$ cat src/hdl/lru_page_replacement_core_defines.svh
// Assertion macros shared by the LRU replacement RTL.
`ifndef LRU_PAGE_REPLACEMENT_CORE_DEFINES_SVH
`define LRU_PAGE_REPLACEMENT_CORE_DEFINES_SVH

`ifndef SYNTHESIS
// Check a property on clk, off while arst_n is low.
`define LRUPR_ASSERT(lbl, prop, msg) \
	lbl: assert property (@(posedge clk) disable iff (!arst_n) (prop)) else $error(msg);
// Check a property on clk at every edge, reset included.
`define LRUPR_ASSERT_ALWAYS(lbl, prop, msg) \
	lbl: assert property (@(posedge clk) (prop)) else $error(msg);
`else
`define LRUPR_ASSERT(lbl, prop, msg)
`define LRUPR_ASSERT_ALWAYS(lbl, prop, msg)
`endif

`endif

$ cat src/hdl/lrupr_pkg.sv
package lrupr_pkg;

	localparam int FRAMES    = 8;
	localparam int PAGE_BITS = 20;
	localparam int IDX_W     = $clog2(FRAMES);
	localparam int RANK_W    = $clog2(FRAMES);
	localparam int CFG_W     = 4;
	localparam int CNT_W     = 32;
	localparam int OUT_IDX_W = 3;

	typedef logic [PAGE_BITS-1:0] page_t;
	typedef logic [IDX_W-1:0]     idx_t;
	typedef logic [RANK_W-1:0]    rank_t;
	typedef logic [CFG_W-1:0]     used_t;
	typedef logic [CNT_W-1:0]     cnt_t;

	typedef struct packed {
		logic [19:0] page_number;
		logic        end_of_string;
	} lrupr_req_t;

	typedef struct packed {
		logic        hit;
		logic [2:0]  frame_index;
		logic        evicted_valid;
		logic [19:0] evicted_page;
		logic [31:0] fault_count;
	} lrupr_rsp_t;

	// Partial search result handed from cell to cell.
	typedef struct packed {
		logic  hit_found;
		idx_t  hit_idx;
		rank_t hit_rank;
		logic  empty_found;
		idx_t  empty_idx;
		rank_t best_rank;
		idx_t  best_idx;
		page_t best_page;
	} lrupr_chain_t;

	// Update broadcast to every cell.
	typedef struct packed {
		logic  en;
		logic  clear;
		idx_t  target;
		logic  was_valid;
		rank_t old_rank;
		logic  fill;
		page_t page;
	} lrupr_upd_t;

endpackage

$ cat src/hdl/lru_page_replacement_core.sv
// LRU page replacement over a row of FRAMES page-frame cells.
// Command channel: drive req and pulse start; a reference is taken at a rising
// edge with start high and busy low. busy stays low, so a reference may be
// issued in every cycle.
// Result channel: done is high for one cycle with rsp; rsp must be taken in that
// cycle, the receiver cannot stall it. Results come in reference order.
// Pipeline: an accepted reference is registered into valid_s1 and req_s1; its
// search result is then registered into done and rsp. Throughput: one reference
// per cycle, set by the single search-and-update pass: every cell compares in
// parallel, the partial search result ripples down the cell row in the same
// cycle, and the chosen frame update is broadcast back to all cells at the next edge.
// Configuration: cfg_we with cfg_data writes frames_in_use (0 acts as 1, above
// FRAMES acts as FRAMES); write it only while no reference is in flight.
// Reset: all frames empty, ranks and fault count zero, frames_in_use = 8.
// A reference with end_of_string set gets its result, then all frames and the
// fault count are cleared.
`include "lru_page_replacement_core_defines.svh"

module lru_page_replacement_core
	import lrupr_pkg::*;
(
	input  logic        clk,
	input  logic        arst_n,
	input  logic        start,
	output logic        busy,
	input  lrupr_req_t  req,
	input  logic        cfg_we,
	input  used_t       cfg_data,
	output logic        done,
	output lrupr_rsp_t  rsp
);

	logic         valid_s1;
	lrupr_req_t   req_s1;
	used_t        used_q;
	lrupr_upd_t   upd;
	lrupr_chain_t chain [FRAMES+1];

	assign busy = 1'b0;

	always_ff @(posedge clk or negedge arst_n) begin
		if (!arst_n) begin
			valid_s1 <= 1'b0;
			used_q   <= CFG_W'(FRAMES);
		end else begin
			valid_s1 <= start && !busy;
			// clamp the frame count once, at the write
			if (cfg_we) begin
				priority if (cfg_data == '0) begin
					used_q <= CFG_W'(1);
				end else if (cfg_data > CFG_W'(FRAMES)) begin
					used_q <= CFG_W'(FRAMES);
				end else begin
					used_q <= cfg_data;
				end
			end
		end
	end

	always_ff @(posedge clk) begin
		if (start && !busy) begin
			req_s1 <= req;
		end
	end

	assign chain[0] = '0;

	for (genvar i = 0; i < FRAMES; i++) begin : g_cell
		lrupr_cell u_cell (
			.clk       (clk),
			.arst_n    (arst_n),
			.idx       (IDX_W'(i)),
			.used      (used_q),
			.page      (PAGE_BITS'(req_s1.page_number)),
			.upd       (upd),
			.chain_in  (chain[i]),
			.chain_out (chain[i+1])
		);
	end

	lrupr_ctrl u_ctrl (
		.clk      (clk),
		.arst_n   (arst_n),
		.valid_s1 (valid_s1),
		.req_s1   (req_s1),
		.chain    (chain[FRAMES]),
		.upd      (upd),
		.done     (done),
		.rsp      (rsp)
	);

	`LRUPR_ASSERT(a_done_latency, done |-> $past(start && !busy, 2), "result without a transfer")
	`LRUPR_ASSERT(a_used_range, used_q != '0 && used_q <= CFG_W'(FRAMES), "frame count out of range")
	`LRUPR_ASSERT(a_idx_in_use, done |-> CFG_W'(rsp.frame_index) < used_q, "frame outside in-use range")

endmodule

$ cat src/hdl/lrupr_cell.sv
`include "lru_page_replacement_core_defines.svh"

module lrupr_cell
	import lrupr_pkg::*;
(
	input  logic         clk,
	input  logic         arst_n,
	input  idx_t         idx,
	input  used_t        used,
	input  page_t        page,
	input  lrupr_upd_t   upd,
	input  lrupr_chain_t chain_in,
	output lrupr_chain_t chain_out
);

	page_t page_q;
	logic  valid_q;
	rank_t rank_q;
	logic  in_use;
	logic  match;
	logic  sel;

	assign in_use = CFG_W'(idx) < used;
	assign match  = in_use && valid_q && (page_q == page);
	assign sel    = (upd.target == idx);

	always_comb begin
		chain_out = chain_in;
		// lowest matching frame wins: keep an earlier hit
		if (match && !chain_in.hit_found) begin
			chain_out.hit_found = 1'b1;
			chain_out.hit_idx   = idx;
			chain_out.hit_rank  = rank_q;
		end
		// highest empty frame wins: override an earlier one
		if (in_use && !valid_q) begin
			chain_out.empty_found = 1'b1;
			chain_out.empty_idx   = idx;
		end
		if (in_use && rank_q >= chain_in.best_rank) begin
			chain_out.best_rank = rank_q;
			chain_out.best_idx  = idx;
			chain_out.best_page = page_q;
		end
	end

	always_ff @(posedge clk or negedge arst_n) begin
		if (!arst_n) begin
			valid_q <= 1'b0;
			rank_q  <= '0;
		end else if (upd.en) begin
			priority if (upd.clear) begin
				valid_q <= 1'b0;
				rank_q  <= '0;
			end else if (sel) begin
				valid_q <= 1'b1;
				rank_q  <= '0;
			end else if (valid_q && (!upd.was_valid || rank_q < upd.old_rank)) begin
				rank_q <= rank_q + RANK_W'(1);
			end
		end
	end

	always_ff @(posedge clk) begin
		if (upd.en && upd.fill && sel) begin
			page_q <= upd.page;
		end
	end

	`LRUPR_ASSERT(a_touch_mru, upd.en && !upd.clear && sel |=> valid_q && rank_q == '0, "touched frame is not most recent")
	`LRUPR_ASSERT(a_clear_empty, upd.en && upd.clear |=> !valid_q && rank_q == '0, "frame not cleared at end of string")
	`LRUPR_ASSERT_ALWAYS(a_empty_rank, !valid_q |-> rank_q == '0, "empty frame holds a nonzero rank")

endmodule

$ cat src/hdl/lrupr_ctrl.sv
`include "lru_page_replacement_core_defines.svh"

module lrupr_ctrl
	import lrupr_pkg::*;
(
	input  logic         clk,
	input  logic         arst_n,
	input  logic         valid_s1,
	input  lrupr_req_t   req_s1,
	input  lrupr_chain_t chain,
	output lrupr_upd_t   upd,
	output logic         done,
	output lrupr_rsp_t   rsp
);

	cnt_t       cnt_q;
	cnt_t       cnt_nxt;
	logic       evict;
	idx_t       target;
	rank_t      old_rank;
	lrupr_rsp_t rsp_q;
	logic       done_q;

	always_comb begin
		priority if (chain.hit_found) begin
			target   = chain.hit_idx;
			old_rank = chain.hit_rank;
		end else if (chain.empty_found) begin
			target   = chain.empty_idx;
			old_rank = chain.best_rank;
		end else begin
			target   = chain.best_idx;
			old_rank = chain.best_rank;
		end
	end

	assign evict = !chain.hit_found && !chain.empty_found;

	// saturate the fault count
	assign cnt_nxt = (!chain.hit_found && cnt_q != '1) ? cnt_q + CNT_W'(1) : cnt_q;

	always_comb begin
		upd.en        = valid_s1;
		upd.clear     = req_s1.end_of_string;
		upd.target    = target;
		upd.was_valid = chain.hit_found || !chain.empty_found;
		upd.old_rank  = old_rank;
		upd.fill      = !chain.hit_found;
		upd.page      = PAGE_BITS'(req_s1.page_number);
	end

	always_ff @(posedge clk or negedge arst_n) begin
		if (!arst_n) begin
			cnt_q  <= '0;
			done_q <= 1'b0;
		end else begin
			done_q <= valid_s1;
			if (valid_s1) begin
				cnt_q <= req_s1.end_of_string ? '0 : cnt_nxt;
			end
		end
	end

	always_ff @(posedge clk) begin
		if (valid_s1) begin
			rsp_q.hit           <= chain.hit_found;
			rsp_q.frame_index   <= OUT_IDX_W'(target);
			rsp_q.evicted_valid <= evict;
			rsp_q.evicted_page  <= evict ? 20'(chain.best_page) : '0;
			rsp_q.fault_count   <= 32'(cnt_nxt);
		end
	end

	assign done = done_q;
	assign rsp  = rsp_q;

	`LRUPR_ASSERT(a_clear_count, valid_s1 && req_s1.end_of_string |=> cnt_q == '0, "fault count not cleared")
	`LRUPR_ASSERT(a_miss_counts, valid_s1 && !chain.hit_found && !req_s1.end_of_string |=> cnt_q != '0, "miss not counted")
	`LRUPR_ASSERT(a_hit_no_evict, done_q && rsp_q.hit |-> !rsp_q.evicted_valid, "hit reports an eviction")

endmodule
$ cat config.mk
export PLATFORM = sky130hd
export DESIGN_NAME = lru_page_replacement_core
export DESIGN_NICKNAME = d
export VERILOG_FILES = /design/src/hdl/lrupr_pkg.sv /design/src/hdl/lru_page_replacement_core.sv /design/src/hdl/lrupr_cell.sv /design/src/hdl/lrupr_ctrl.sv
export VERILOG_INCLUDE_DIRS = /design/src /design/src/hdl
export SDC_FILE = /design/constraint.sdc
export NUM_CORES = 1
export LEC_CHECK = 0
export ABC_AREA = 1
export BUFFER_PORTS_ARGS = -buffer_cell sky130_fd_sc_hd__buf_2
export CORE_ASPECT_RATIO = 1.5
export CORE_MARGIN = 5
export CORE_UTILIZATION = 35
export CTS_BUF_LIST = sky130_fd_sc_hd__clkbuf_4
export DETAILED_ROUTE_END_ITERATION = 10
export PLACE_DENSITY_LB_ADDON = 0.2
export SYNTH_ARGS = -nofsm -noshare
export SYNTH_HDL_FRONTEND = slang
export SYNTH_SLANG_ARGS = --single-unit
$ cat constraint.sdc
create_clock -name clk -period 15 [get_ports clk]
set_input_delay 3 -clock clk [delete_from_list [all_inputs] [get_ports clk]]
set_output_delay 3 -clock clk [all_outputs]
set_load 0.02 [all_outputs]
==> flow_summary_export.csv <==
group,metric,value,unit
floorplanning,die_h,292,um
placement,place_inst,2995,
power_and_ir_drop,ir_worst_vdd,0.0621,mV
final_layout,layout-drive-gt1-share,13.0,%
timing,period_needed,12.40,ns
clock_tree,htreeDepth,3,
timing,slew_headroom,20.7,%
yosys,synth_top_area_cell,"edfxtp_1",
route,wl_per_cell,24.7,um
placement,hpwl,58.8,mm
worst_hold_path,hp-start,"g_cell[0].u_cell.rank_q[0]$_DFFE_PN0P_",
worst_hold_path,whs_endpoint,"g_cell[0].u_cell.rank_q[0]$_DFFE_PN0P_",
yosys,seq_area_frac_synth,48.1,%
floorplanning,die-area,57700,sq um
yosys,async_flop_share,22.7,%
clock_tree,cts_buffers,85,
clock_tree,cts.clk_slew.worst_paths,0.07,ns
route,via_count,17500,
timing,totalNegativeSetupSlack,0,ns
timing,worst_pin_slew,1.19,ns
route,dr.pass1.iters,7,
route,antenna_left,0,
floorplanning,die_x,198,um
final_layout,nets,2447,
clock_tree,cts_tree,"done",
placement,gp_congestion,1.03,
yosys,synthFlopType,"edfxtp_1",
timing,rsz0062_at_grt,"no",
final_layout,instances_no_fill,3155,
setup_path,reg2reg_to,"g_cell[1].u_cell.page_q[5]$_DFFE_PP_",
yosys,ys.warnings.count,0,
route,wirelength,78.1,mm
floorplanning,start_util,35.2,%
yosys,synth_area,18500,sq um
worst_hold_path,whs_path_depth,1,
yosys,synth_edf_count,238,
global_routing,grt-ovfl-total,0,
route,drc_errors,0,
setup_path,max_stage_delay,0.91,ns
yosys,synthTopCellsByArea,"edfxtp_1 39%, dfrtp_1 9.3%, nand2_1 8.2%, inv_1 7.6%, nor2_1 5.0%",
setup_path,rrSetupSlack,2.60,ns
floorplanning,ioPinCount,88,
timing,maxSlewViolCount,0,
placement,port_buffers,86,
final_layout,area_growth,13.4,%
setup_path,crit_slowest_cell,"nor2_2",
clock_tree,cts-resized-gates,0,
yosys,synth_compound_area_share,9.41,%
floorplanning,core,52600,sq um
timing,hold_viol,0,
setup_path,crit_required,15.46,ns
floorplanning,rows,103,
yosys,synth_nets,2313,
yosys,yosysMostFrequentCell,"nand2_1",
placement,dpl_worst_slack,2.59,ns
global_routing,track_usage,26.5,%
global_routing,grt_max_degree,71,
yosys,ys_seq_elements,308,
global_routing,grt_pass1_vias,17300,
timing,worst_slack,2.60,ns
global_routing,grt_antenna_before_repair,3,
yosys,synth_top_family_by_area,"simple AND/OR/NAND/NOR gates",
timing,maxClockFrequency,0.0807,GHz
worst_hold_path,hold_path_class,"register to register",
flow_run,maxCapViolCount,0,
route,dr.first_iter.drc_count,1630,
clock_tree,post_cts_buffers,0,
clock_tree,cts_num_sinks,308,
timing,fin_crit_sh,82.7,%
setup_path,end_kind,"register",
setup_path,cpMostUsedCell,"nand2_1",
yosys,synthMuxAreaShare,0,%
yosys,synth_xor_xnor_area_share,3.45,%
clock_tree,ctsHoldBuffers,0,
setup_path,regToRegStartpoint,"used_q[3]$_DFFE_PN1P_",
yosys,synth-simple-area-share,28.4,%
yosys,synth_commonest_cells,"403 x nand2_1, 374 x inv_1, 248 x nor2_1, 238 x edfxtp_1, 171 x nand3_1",
setup_path,cp.arrival,12.86,ns
setup_path,critPathLaunchType,"register",
power_and_ir_drop,p_per_area,116,nW/um^2
route,viasPerCell,5.55,
clock_tree,root_buffer,"clkbuf_4",
setup_path,r2r_cells,60,
yosys,postSynthAreaPerCell,8.17,sq um
timing,finalSetupViolations,0,
clock_tree,clk_latency,0.88,ns
power_and_ir_drop,p_leak,8.96,nW
global_routing,grt_pass1_wl,113,mm
yosys,synthAdderAreaFrac,1.22,%
setup_path,worstSetupPathType,"register to register",
yosys,synth_cells,2266,
clock_tree,clockBufferDepth,3,
run_status,status,"completed",
setup_path,cp_max_fo,45,
yosys,yosys.area.top_type_share,38.6,%
yosys,ys_types,51,
timing,clock_skew,0.0799,ns
## stage by stage
stage	utilization [%]	instance area (sq um)	total power (W)	hold slack, ns
after global placement	37.6	19700	0.00156	0.492
after floorplan	-	18500	0.00135	0.473
final	39.9	21000	0.00244	0.527
after detailed placement	37.6	19700	0.00156	0.512
after CTS	39.9	21000	0.00246	0.528
after global routing	39.9	21000	0.00256	0.570
## kinds of logic after synthesis
| kind of cell | after synthesis |
|---|---|
| buf+inv | 454 |
| fa+ha+maj | 18 |
| compound gates | 284 |
| simple gates | 1128 |
| xor+xnor | 73 |
| flops | 308 |
| other cells | 1 |
## state kept, by name (all words and copies together) (netlist names)
name	count
g_cell.u_cell.page_q	160
u_ctrl.rsp	57
u_ctrl.cnt_q	32
g_cell.u_cell.rank_q	24
req_s1	21
g_cell.u_cell.valid_q	8
used_q	4
u_ctrl.done	1
valid_s1	1
## placed cells by master, fill, tap and decap left out, types with 6 or more instances in the layout
cell type | netlist | routed
o21ai_1 | 12 | 12
nand2_1 | 403 | 403
ha_1 | 18 | 18
bufinv_16 | 0 | 7
nor2_1 | 248 | 243
clkinv_2 | 0 | 9
nand3_1 | 171 | 171
o21ai_0 | 124 | 124
xor2_1 | 56 | 56
dfrtp_1 | 69 | 68
edfxtp_1 | 238 | 238
nand2_4 | 7 | 7
o211ai_1 | 63 | 63
nand3_2 | 6 | 6
o22ai_1 | 17 | 17
clkinv_1 | 6 | 27
xnor2_1 | 17 | 17
inv_2 | 5 | 6
clkbuf_4 | 0 | 118
o2111ai_1 | 12 | 12
nor4_1 | 69 | 69
nand2_2 | 21 | 21
or2_2 | 14 | 14
nand4_1 | 97 | 97
buf_4 | 1 | 30
nor3_1 | 65 | 64
a31oi_1 | 29 | 29
a21oi_1 | 12 | 12
buf_2 | 13 | 85
nor2_2 | 1 | 6
inv_1 | 374 | 374
## power by group
group | internal, W | leakage [nW] | switching (W)
Sequential | 0.000991 | 3.18 | 0.0000516
Combinational | 0.000123 | 5.06 | 0.000385
Clock | 0.000489 | 0.718 | 0.000404
Total | 0.00160 | 8.96 | 0.000841
## per-layer routing
| metal | global-route usage [%] | up-vias | wire [um] |
|---|---|---|---|
| li1 | - | 8065 | - |
| met1 | 32.0 | 8375 | 29200 |
| met2 | 44.3 | 869 | 37600 |
| met3 | 4.51 | 201 | 6330 |
| met4 | 15.5 | 0 | 4900 |
| met5 | 0 | - | 0 |
## worst max-delay path, delay by kind of cell, from the launching register on
| kind | cells | cell delay [ns] |
|---|---|---|
| buf+inv | 8 | 0.54 |
| simple gates | 34 | 6.24 |
| flops | 1 | 0.69 |
| compound gates | 11 | 2.45 |
| fa+ha+maj | 7 | 2.11 |
## worst max-delay path by stage
stage	startpoint	endpoint	depth (start not counted)	slack, ns
floorplan	used_q[3]$_DFFE_PN1P_	g_cell[0].u_cell.page_q[0]$_DFFE_PP_	61	6.34
global placement	used_q[3]$_DFFE_PN1P_	g_cell[1].u_cell.page_q[3]$_DFFE_PP_	60	2.88
detailed placement	used_q[3]$_DFFE_PN1P_	g_cell[1].u_cell.page_q[7]$_DFFE_PP_	60	2.59
CTS	used_q[3]$_DFFE_PN1P_	g_cell[1].u_cell.page_q[5]$_DFFE_PP_	60	2.62
global route	used_q[3]$_DFFE_PN1P_	g_cell[1].u_cell.page_q[5]$_DFFE_PP_	58	1.29
finish	used_q[3]$_DFFE_PN1P_	g_cell[1].u_cell.page_q[5]$_DFFE_PP_	60	2.60
## layout make-up
cell class / count / area, sq um
Sequential cell: 308 / 8900
Clock inverter: 40 / 354
Antenna cell: 2 / 5.00
Multi-Input combinational cell: 1504 / 7890
Inverter: 386 / 1450
Timing Repair Buffer: 115 / 651
Fill cell: 5374 / 31600
Clock buffer: 118 / 886
Tap cell: 682 / 853
(Power assumes the default switching activity.)
